**config.mk**
```make
export PLATFORM = sky130hd
export DESIGN_NAME = sha256_stream_hasher
export DESIGN_NICKNAME = d
export VERILOG_FILES = /design/src/hdl/sha_pkg.sv /design/src/hdl/sha256_stream_hasher.sv /design/src/hdl/sha_fifo.sv /design/src/hdl/sha_engine.sv
export SDC_FILE = /design/constraint.sdc
export NUM_CORES = 2
export LEC_CHECK = 0
export BUFFER_PORTS_ARGS = -buffer_cell sky130_fd_sc_hd__buf_2
export CORE_MARGIN = 2
export CORE_UTILIZATION = 55
export CTS_BUF_LIST = sky130_fd_sc_hd__clkbuf_16
export CTS_CLUSTER_SIZE = 16
export DETAILED_ROUTE_END_ITERATION = 7
export PLACE_DENSITY = 0.71
export SLEW_MARGIN = 20
export SYNTH_ARGS = -nofsm -noshare
export SYNTH_HDL_FRONTEND = slang
export SYNTH_HIERARCHICAL = 1
export SYNTH_SLANG_ARGS = --single-unit
```
**constraint.sdc**
```tcl
create_clock -name i_clk -period 18.9 [get_ports i_clk]
set_input_delay 2.835 -clock i_clk [delete_from_list [all_inputs] [get_ports i_clk]]
set_output_delay 2.835 -clock i_clk [all_outputs]
set_load 0.05 [all_outputs]
```
**src/hdl/sha_pkg.sv**
```systemverilog
// Shared types and constants for the SHA-256 stream hasher.
`default_nettype none
package sha_pkg;

    // Front-to-back beat: one byte to load, or a close-of-message marker.
    typedef struct packed {
        logic       has_byte;
        logic [7:0] data_byte;
        logic       end_of_message;
    } t_cmd;

    localparam logic [255:0] INIT_HASH = {
        32'h6a09e667, 32'hbb67ae85, 32'h3c6ef372, 32'ha54ff53a,
        32'h510e527f, 32'h9b05688c, 32'h1f83d9ab, 32'h5be0cd19
    };

    localparam logic [7:0] PAD_BYTE = 8'h80;
    localparam logic [5:0] LEN_FILL = 6'd56;

    // Round constants.
    function automatic logic [31:0] round_k(input logic [5:0] r);
        logic [31:0] k;
        case (r)
            6'd0: k = 32'h428a2f98;  6'd1: k = 32'h71374491;
            6'd2: k = 32'hb5c0fbcf;  6'd3: k = 32'he9b5dba5;
            6'd4: k = 32'h3956c25b;  6'd5: k = 32'h59f111f1;
            6'd6: k = 32'h923f82a4;  6'd7: k = 32'hab1c5ed5;
            6'd8: k = 32'hd807aa98;  6'd9: k = 32'h12835b01;
            6'd10: k = 32'h243185be; 6'd11: k = 32'h550c7dc3;
            6'd12: k = 32'h72be5d74; 6'd13: k = 32'h80deb1fe;
            6'd14: k = 32'h9bdc06a7; 6'd15: k = 32'hc19bf174;
            6'd16: k = 32'he49b69c1; 6'd17: k = 32'hefbe4786;
            6'd18: k = 32'h0fc19dc6; 6'd19: k = 32'h240ca1cc;
            6'd20: k = 32'h2de92c6f; 6'd21: k = 32'h4a7484aa;
            6'd22: k = 32'h5cb0a9dc; 6'd23: k = 32'h76f988da;
            6'd24: k = 32'h983e5152; 6'd25: k = 32'ha831c66d;
            6'd26: k = 32'hb00327c8; 6'd27: k = 32'hbf597fc7;
            6'd28: k = 32'hc6e00bf3; 6'd29: k = 32'hd5a79147;
            6'd30: k = 32'h06ca6351; 6'd31: k = 32'h14292967;
            6'd32: k = 32'h27b70a85; 6'd33: k = 32'h2e1b2138;
            6'd34: k = 32'h4d2c6dfc; 6'd35: k = 32'h53380d13;
            6'd36: k = 32'h650a7354; 6'd37: k = 32'h766a0abb;
            6'd38: k = 32'h81c2c92e; 6'd39: k = 32'h92722c85;
            6'd40: k = 32'ha2bfe8a1; 6'd41: k = 32'ha81a664b;
            6'd42: k = 32'hc24b8b70; 6'd43: k = 32'hc76c51a3;
            6'd44: k = 32'hd192e819; 6'd45: k = 32'hd6990624;
            6'd46: k = 32'hf40e3585; 6'd47: k = 32'h106aa070;
            6'd48: k = 32'h19a4c116; 6'd49: k = 32'h1e376c08;
            6'd50: k = 32'h2748774c; 6'd51: k = 32'h34b0bcb5;
            6'd52: k = 32'h391c0cb3; 6'd53: k = 32'h4ed8aa4a;
            6'd54: k = 32'h5b9cca4f; 6'd55: k = 32'h682e6ff3;
            6'd56: k = 32'h748f82ee; 6'd57: k = 32'h78a5636f;
            6'd58: k = 32'h84c87814; 6'd59: k = 32'h8cc70208;
            6'd60: k = 32'h90befffa; 6'd61: k = 32'ha4506ceb;
            6'd62: k = 32'hbef9a3f7; 6'd63: k = 32'hc67178f2;
            default: k = 32'h0;
        endcase
        return k;
    endfunction

    function automatic logic [31:0] rotr(input logic [31:0] v, input int n);
        return (v >> n) | (v << (32 - n));
    endfunction

endpackage
`default_nettype wire

```
**src/hdl/sha256_stream_hasher.sv**
```systemverilog
// Top level of the SHA-256 stream hasher: input queue and hash engine.
//
// Usage: push one message byte per beat on i_has_byte/i_data_byte, with
// i_end_of_message on the last beat (an end beat with no byte is allowed,
// so an empty message can be hashed; a beat with neither is ignored).
// Beats are taken while full is low and wait in a QUEUE_DEPTH-entry queue.
// Flow: each byte passes through idle and one load in the engine, which
// takes no new beat until it is back in idle; every 64th byte adds the
// rounds and the feed-forward add of one compression.
// Closing: after the end beat the engine loads the 0x80 byte, the zero fill
// and eight length bytes and runs one or two compressions, after which the
// first digest word appears, empty goes low and each word is taken with pop;
// o_last_word marks the eighth.
// While the receiver stalls the engine holds the current digest word; the
// queue keeps taking beats until it is full, then full holds off the sender.
// Reset (synchronous, active low) empties the queue and reloads the
// initial hash value.
`default_nettype none
module sha256_stream_hasher
    import sha_pkg::*;
#(
    parameter int QUEUE_DEPTH = 4
) (
    input  wire         i_clk,
    input  wire         i_rst_n,
    input  wire         push,
    output logic        full,
    input  wire         i_has_byte,
    input  wire  [7:0]  i_data_byte,
    input  wire         i_end_of_message,
    output logic        empty,
    input  wire         pop,
    output logic [31:0] o_digest_word,
    output logic [2:0]  o_word_index,
    output logic        o_last_word
);
    t_cmd w_in_cmd, w_q_cmd;
    logic w_q_empty, w_q_pop;

    assign w_in_cmd = '{has_byte: i_has_byte, data_byte: i_data_byte,
                        end_of_message: i_end_of_message};

    sha_fifo #(.DEPTH(QUEUE_DEPTH)) u_fifo (
        .i_clk, .i_rst_n,
        .i_push (push),
        .i_cmd  (w_in_cmd),
        .o_full (full),
        .i_pop  (w_q_pop),
        .o_cmd  (w_q_cmd),
        .o_empty(w_q_empty)
    );

    sha_engine u_engine (
        .i_clk, .i_rst_n,
        .i_cmd        (w_q_cmd),
        .i_cmd_valid  (!w_q_empty),
        .o_cmd_pop    (w_q_pop),
        .o_digest_word,
        .o_word_index,
        .o_last_word,
        .o_empty      (empty),
        .i_pop        (pop)
    );

endmodule
`default_nettype wire

```
**src/hdl/sha_fifo.sv**
```systemverilog
// Small command queue between the byte front end and the hash engine.
`default_nettype none
module sha_fifo
    import sha_pkg::*;
#(
    parameter int DEPTH = 4
) (
    input  wire        i_clk,
    input  wire        i_rst_n,
    input  wire        i_push,
    input  wire t_cmd  i_cmd,
    output logic       o_full,
    input  wire        i_pop,
    output t_cmd       o_cmd,
    output logic       o_empty
);
    localparam int AW = (DEPTH > 1) ? $clog2(DEPTH) : 1;

    t_cmd             r_mem [DEPTH];
    logic [AW-1:0]    r_wp, r_rp;
    logic [AW:0]      r_cnt;
    logic             w_do_push, w_do_pop;

    assign o_full    = (r_cnt == (AW+1)'(DEPTH));
    assign o_empty   = (r_cnt == '0);
    assign o_cmd     = r_mem[r_rp];
    assign w_do_push = i_push && !o_full;
    assign w_do_pop  = i_pop && !o_empty;

    // Storage is written at the tail only.
    always_ff @(posedge i_clk) begin
        if (w_do_push) begin
            r_mem[r_wp] <= i_cmd;
        end
    end

    // Pointers and fill count.
    always_ff @(posedge i_clk) begin
        if (!i_rst_n) begin
            r_wp  <= '0;
            r_rp  <= '0;
            r_cnt <= '0;
        end else begin
            if (w_do_push) begin
                r_wp <= (r_wp == AW'(DEPTH - 1)) ? '0 : r_wp + AW'(1);
            end
            if (w_do_pop) begin
                r_rp <= (r_rp == AW'(DEPTH - 1)) ? '0 : r_rp + AW'(1);
            end
            r_cnt <= r_cnt + (AW+1)'(w_do_push) - (AW+1)'(w_do_pop);
        end
    end

    a_cnt_bound: assert property (@(posedge i_clk) disable iff (!i_rst_n)
        r_cnt <= (AW+1)'(DEPTH)) else $error("queue count overflow");
    a_full_blocks: assert property (@(posedge i_clk) disable iff (!i_rst_n)
        (o_full && !w_do_pop) |=> o_full) else $error("full dropped without pop");
    a_empty_after: assert property (@(posedge i_clk) disable iff (!i_rst_n)
        (o_empty && !i_push) |=> o_empty) else $error("empty lost without push");

endmodule
`default_nettype wire

```
**src/hdl/sha_engine.sv**
```systemverilog
// Back end: block packing, padding, 64-round compression and digest output.
`default_nettype none
module sha_engine
    import sha_pkg::*;
(
    input  wire         i_clk,
    input  wire         i_rst_n,
    input  wire t_cmd   i_cmd,
    input  wire         i_cmd_valid,
    output logic        o_cmd_pop,
    output logic [31:0] o_digest_word,
    output logic [2:0]  o_word_index,
    output logic        o_last_word,
    output logic        o_empty,
    input  wire         i_pop
);
    typedef enum logic [6:0] {
        ST_IDLE = 7'b0000001,
        ST_LOAD = 7'b0000010,
        ST_RND  = 7'b0000100,
        ST_ADD  = 7'b0001000,
        ST_PAD  = 7'b0010000,
        ST_LEN  = 7'b0100000,
        ST_OUT  = 7'b1000000
    } t_state;

    t_state        r_state, n_state;
    logic [31:0]   r_h [8];
    logic [31:0]   r_v [8];
    logic [31:0]   r_w [16];
    logic [5:0]    r_fill;
    logic [63:0]   r_len;
    logic [63:0]   r_len_snap;
    logic [5:0]    r_rnd;
    logic [2:0]    r_oi;
    logic          r_closing;
    logic [1:0]    r_ret;       // kind of byte being loaded: message, padding or length
    logic [7:0]    r_byte;

    logic [31:0]   w_wcur, w_wnew, w_t1, w_t2, w_s0, w_s1, w_ch, w_mj, w_g0, w_g1;
    logic [7:0]    w_lbyte;

    localparam logic [1:0] RET_IDLE = 2'd0;
    localparam logic [1:0] RET_PAD  = 2'd1;
    localparam logic [1:0] RET_LEN  = 2'd2;

    assign o_cmd_pop = (r_state == ST_IDLE) && i_cmd_valid;

    // Schedule and round datapath, one round per cycle.
    always_comb begin
        w_g1 = rotr(r_w[14], 17) ^ rotr(r_w[14], 19) ^ (r_w[14] >> 10);
        w_g0 = rotr(r_w[1], 7) ^ rotr(r_w[1], 18) ^ (r_w[1] >> 3);
        w_wnew = w_g1 + r_w[9] + w_g0 + r_w[0];
        w_wcur = (r_rnd < 6'd16) ? r_w[0] : w_wnew;
        w_s1 = rotr(r_v[4], 6) ^ rotr(r_v[4], 11) ^ rotr(r_v[4], 25);
        w_ch = (r_v[4] & r_v[5]) ^ (~r_v[4] & r_v[6]);
        w_t1 = r_v[7] + w_s1 + w_ch + round_k(r_rnd) + w_wcur;
        w_s0 = rotr(r_v[0], 2) ^ rotr(r_v[0], 13) ^ rotr(r_v[0], 22);
        w_mj = (r_v[0] & r_v[1]) ^ (r_v[0] & r_v[2]) ^ (r_v[1] & r_v[2]);
        w_t2 = w_s0 + w_mj;
        w_lbyte = r_len_snap[63:56];
    end

    // Output fields.
    assign o_empty       = (r_state != ST_OUT);
    assign o_digest_word = r_h[r_oi];
    assign o_word_index  = r_oi;
    assign o_last_word   = (r_oi == 3'd7);

    // Next-state selection.
    always_comb begin
        n_state = r_state;
        case (r_state)
            ST_IDLE: if (i_cmd_valid) begin
                n_state = i_cmd.has_byte ? ST_LOAD
                        : (i_cmd.end_of_message ? ST_PAD : ST_IDLE);
            end
            ST_LOAD: begin
                // The length bytes always end exactly on a block boundary.
                if (r_fill == 6'd63) begin
                    n_state = ST_RND;
                end else if (r_ret == RET_LEN) begin
                    n_state = ST_LEN;
                end else if (r_ret == RET_PAD) begin
                    n_state = (r_fill == LEN_FILL - 6'd1) ? ST_LEN : ST_PAD;
                end else begin
                    n_state = r_closing ? ST_PAD : ST_IDLE;
                end
            end
            ST_RND: if (r_rnd == 6'd63) begin
                n_state = ST_ADD;
            end
            ST_ADD: begin
                if (r_ret == RET_LEN) begin
                    n_state = ST_OUT;
                end else if (r_ret == RET_PAD || r_closing) begin
                    n_state = ST_PAD;
                end else begin
                    n_state = ST_IDLE;
                end
            end
            ST_PAD:  n_state = ST_LOAD;
            ST_LEN:  n_state = ST_LOAD;
            ST_OUT: if (i_pop && r_oi == 3'd7) begin
                n_state = ST_IDLE;
            end
            default: n_state = ST_IDLE;
        endcase
    end

    // Control and data registers.
    always_ff @(posedge i_clk) begin
        if (!i_rst_n) begin
            r_state   <= ST_IDLE;
            r_fill    <= '0;
            r_len     <= '0;
            r_closing <= 1'b0;
            r_ret     <= RET_IDLE;
            r_oi      <= '0;
            r_rnd     <= '0;
            for (int j = 0; j < 8; j++) begin
                r_h[j] <= INIT_HASH[255 - 32*j -: 32];
            end
        end else begin
            r_state <= n_state;
            case (r_state)
                ST_IDLE: if (i_cmd_valid) begin
                    r_byte    <= i_cmd.data_byte;
                    r_closing <= i_cmd.end_of_message;
                    r_ret     <= RET_IDLE;
                    if (i_cmd.has_byte) begin
                        r_len <= r_len + 64'd8;
                    end
                end
                ST_LOAD: begin
                    // Shift the byte into its word, then step the fill.
                    r_w[r_fill[5:2]] <= {r_w[r_fill[5:2]][23:0], r_byte};
                    r_fill <= r_fill + 6'd1;
                    if (r_ret == RET_LEN) begin
                        r_len_snap <= {r_len_snap[55:0], 8'h00};
                    end
                    if (r_fill == 6'd63) begin
                        r_rnd <= '0;
                        for (int j = 0; j < 8; j++) begin
                            r_v[j] <= r_h[j];
                        end
                    end
                end
                ST_RND: begin
                    r_rnd <= r_rnd + 6'd1;
                    r_v[7] <= r_v[6]; r_v[6] <= r_v[5]; r_v[5] <= r_v[4];
                    r_v[4] <= r_v[3] + w_t1;
                    r_v[3] <= r_v[2]; r_v[2] <= r_v[1]; r_v[1] <= r_v[0];
                    r_v[0] <= w_t1 + w_t2;
                    // Window rotates; word for this round enters at the tail.
                    for (int j = 0; j < 15; j++) begin
                        r_w[j] <= r_w[j+1];
                    end
                    r_w[15] <= w_wcur;
                end
                ST_ADD: begin
                    for (int j = 0; j < 8; j++) begin
                        r_h[j] <= r_h[j] + r_v[j];
                    end
                end
                ST_PAD: begin
                    // The first padding byte is 0x80 and captures the length.
                    if (r_ret == RET_IDLE) begin
                        r_byte     <= PAD_BYTE;
                        r_len_snap <= r_len;
                    end else begin
                        r_byte <= 8'h00;
                    end
                    r_ret <= RET_PAD;
                end
                ST_LEN: begin
                    r_byte <= w_lbyte;
                    r_ret  <= RET_LEN;
                end
                ST_OUT: if (i_pop) begin
                    r_oi <= r_oi + 3'd1;
                    if (r_oi == 3'd7) begin
                        r_fill    <= '0;
                        r_len     <= '0;
                        r_closing <= 1'b0;
                        r_ret     <= RET_IDLE;
                        for (int j = 0; j < 8; j++) begin
                            r_h[j] <= INIT_HASH[255 - 32*j -: 32];
                        end
                    end
                end
                default: ;
            endcase
        end
    end

    a_onehot: assert property (@(posedge i_clk) disable iff (!i_rst_n)
        $onehot(r_state)) else $error("state not one-hot");
    a_out_fill: assert property (@(posedge i_clk) disable iff (!i_rst_n)
        (r_state == ST_OUT) |-> (r_fill == 6'd0)) else $error("digest before block end");
    a_no_pop: assert property (@(posedge i_clk) disable iff (!i_rst_n)
        (r_state != ST_IDLE) |-> !o_cmd_pop) else $error("command taken while busy");
    a_len_place: assert property (@(posedge i_clk) disable iff (!i_rst_n)
        (r_state == ST_LEN) |-> (r_fill >= LEN_FILL)) else $error("length byte misplaced");

endmodule
`default_nettype wire

```
==> reports/metrics.csv <==
metric,value,unit
worst-path-max-fanout,6,
drt_pass1_iterations,6,
synth.ff_latch_count,1267,
synth_warnings,6,
postCtsResizedCells,0,
tritoncts.num_buffers,142,
grt_pass1_wl,388000,µm
min_period_over_period,0.598,
chipWidth,389,µm
netlist_area,81300,µm²
cts-htree-levels,4,
antenna_violations_before_repair,12,
timing.fmax,0.0884,GHz
worst-path-buf-inv,5,
setup_viol,0,
cts-root-to-sink-buffers,3,
clock_transition_time_at_the_flip_flop_clock_pins_of_the_worst_setup_and_hold_paths,0.07,ns
slew_violations,0,
detailedPlace.worstSlack,7.76,ns
routed-via-count,64000,
number_of_enable_flip_flop_cells_after_synthesis,1005,
setup.worst_path.end_class,register,
mappedNetlistNets,8984,
max_slew_margin,0.194,
tns,0,ns
wl_per_cell,25.2,µm
floorplan.die_area,151000,µm²
cts_post_setup_buffers_inserted,0,
area.growth.synth_to_final,8.18,%
cts_hold_repair.buffers,0,
power_per_cell_area,121,nW/µm²
critical_path_arrival,11.81,ns
dpl.hpwl,185000,µm
cp_common_cell,fa_1,
grt_pass1_vias,61800,
syn-mean-instance-area,9.71,µm²
power.ir.vdd_worst,0.102,mV
worst_path_max_delay_cell,a221oi_1,
core_area,147000,µm²
grt_start_max_net_pins,220,
critPathRequiredTime,19.40,ns
finalCriticalPeriod,11.31,ns
worstSetupPathType,reg2reg,
maxCapViolCount,0,
cells_taking_the_most_area_after_synthesis,"edfxtp_1 (37%), nand2_1 (10%), dfxtp_1 (6.5%)",
antenna_nets_post_route,0,
path_delay_family,adder cells,
crit_path_start_kind,register,
yosysSeqAreaShare,0.436,
design.final.nets,8846,
drt-total-wl,259000,µm
stdcell_area,88000,µm²
tritoncts_num_sinks,1267,
post_dp_cell_area,83400,µm²
route.detailed.drc,0,
die_h,389,µm
synth_top_area_cell,edfxtp_1,
worst_skew_pair.late_latency,0.78,ns
finalWeightedCongestion,0.974,
floorplan.initialDensity,0.552,
io_pins,52,
netlist.area_leader.share,0.371,
buffer_ports.inserted,51,
std_cell_rows,141,
tritoncts,built,
synthArstFlopShare,0,
ys_dominant_reg_cell,edfxtp_1,
first_iter_violations,7360,
finalClockSkew,0.0282,ns
grt_setup_unrepaired,no,
post_synth_inst_count,8374,
drive_gt1_frac,0.0803,
min_path_type,reg2reg,
post-route-worst-setup-slack,7.59,ns
fill_cells,12300,
routed_via_density,6.22,
clock-root-buffer,clkbuf_16,
crit_path_max_incr_delay,0.70,ns
globalRoute.totalOverflow,0,
worst_pin_slew,1.20,ns
gr-usage-all-layers,0.339,
hold_violations,0,
yosysUniqueCellTypes,91,
outcome,finished clean,
power.leakage,35.0,nW
cells by family after synthesis:
kind of cell	synth area share
adders and majority gates	0.110
and+or+nand+nor	0.164
AOI/OAI and AO/OA	0.119
xor gates and xnor gates	0.0668
DFF	0.436
buffers and inverters	0.0411
muxes	0.0640
area by class of cell:
| type | count | area, µm² | share of cell area |
|---|---|---|---|
| Multi-Input combinational cell | 6224 | 42800 | 0.487 |
| Tap cell | 1930 | 2410 | 0.0275 |
| Timing Repair Buffer | 150 | 1050 | 0.0119 |
| Clock inverter | 118 | 942 | 0.0107 |
| Antenna cell | 1 | 2.50 | 0.0000284 |
| Sequential cell | 1267 | 35400 | 0.403 |
| Inverter | 451 | 1700 | 0.0193 |
| Clock buffer | 144 | 3600 | 0.0410 |
path summary, 6_finish.rpt:
kind | startpoint | to | slack [ns] | cells after the start
setup / recovery | u_engine/r_w[1][19] | u_engine/r_v[0][31] | 7.59 | 40
hold / removal | u_engine/r_h[5][0] | u_engine/r_h[5][0] | 0.49 | 2
setup reg to reg | u_engine/r_w[1][19] | u_engine/r_v[0][31] | 7.59 | 40
hold reg to reg | u_engine/r_h[5][0] | u_engine/r_h[5][0] | 0.49 | 2
cells in the mapped netlist, drive strengths merged, types with 60 or more instances:
cell type	count
nor2	373
nand2	2208
xor2	267
nor2b	60
fa	196
clkbuf	375
a21oi	444
nand3	123
o21a	64
inv	450
nor3	95
ha	400
o21ai	444
xnor2	353
nand2b	68
dfxtp	262
mux4	194
edfxtp	1005
a21o	200
worst min-delay path, cell delays in order (launching register included):
cell and delay (ns):
dfxtp_1 0.33, nand2_1 0.06, a21oi_1 0.05
layout by cell type (no fill, tap or decap), types with 16 or more instances in the layout:
cell type and count:
inv_1 477, o31ai_1 23, clkinv_1 30, nand2b_1 66, a21o_1 200, a21boi_0 16, nor3_1 93, clkbuf_16 144
a221oi_1 18, edfxtp_1 1005, mux4_2 194, o21bai_1 43, a31oi_1 41, and3_1 48, xnor2_1 353, o21ai_0 421
nand2_1 2206, buf_4 95, nor2_1 369, mux2_2 42, buf_2 51, mux2i_1 36, fa_1 196, o211ai_1 57
a211oi_1 41, nand3_1 122, dfxtp_1 256, o21a_1 64, ha_1 400, clkinv_2 24, nor2b_1 58, nand4_1 33
and2_1 40, a21oi_1 442, xor2_1 267, or3_1 48, o21ai_4 16
sequential cells by signal (all words and copies together), names as in the netlist, named ones only:
signal,cells
u_engine/o_word_index,3
u_engine/r_byte,8
u_engine/r_closing,1
u_engine/r_fill,6
u_engine/r_h,256
u_engine/r_len,61
u_engine/r_len_snap,61
u_engine/r_ret,2
u_engine/r_rnd,6
u_engine/r_state,7
u_engine/r_v,256
u_engine/r_w,512
u_fifo/r_cnt,3
u_fifo/r_mem,40
u_fifo/r_rp,2
u_fifo/r_wp,2
power by group:
group	switching, mW	total, mW	internal (mW)	leakage, nW
Combinational	2.77	4.62	1.86	21.5
Clock	1.22	2.73	1.51	2.33
Sequential	0.125	3.32	3.19	11.2
Total	4.11	10.7	6.56	35.0
layer usage:
layer | wire (µm) | vias up | track usage | share of wire
met5 | 13 | - | 0 | 0.000050
met4 | 13800 | 2 | 0.160 | 0.053
met3 | 21900 | 585 | 0.0515 | 0.085
met1 | 103000 | 31300 | 0.457 | 0.40
li1 | - | 28900 | - | -
met2 | 120000 | 3208 | 0.541 | 0.46
per-stage QoR:
| step | utilization | std cells | hold WS [ns] | power, mW |
|---|---|---|---|---|
| 6_report | 0.597 | 10300 | 0.494 | 10.7 |
| 5_1_grt | 0.597 | 10300 | 0.518 | 11.3 |
| 4_1_cts | 0.597 | 10300 | 0.496 | 10.6 |
| 3_5_place_dp | 0.566 | 10000 | 0.479 | 7.87 |
| 3_3_place_gp | 0.566 | 10000 | 0.467 | 7.82 |
| 2_1_floorplan | - | 8374 | 0.447 | 6.77 |
Note: power is estimated with default switching activity, not from simulation.
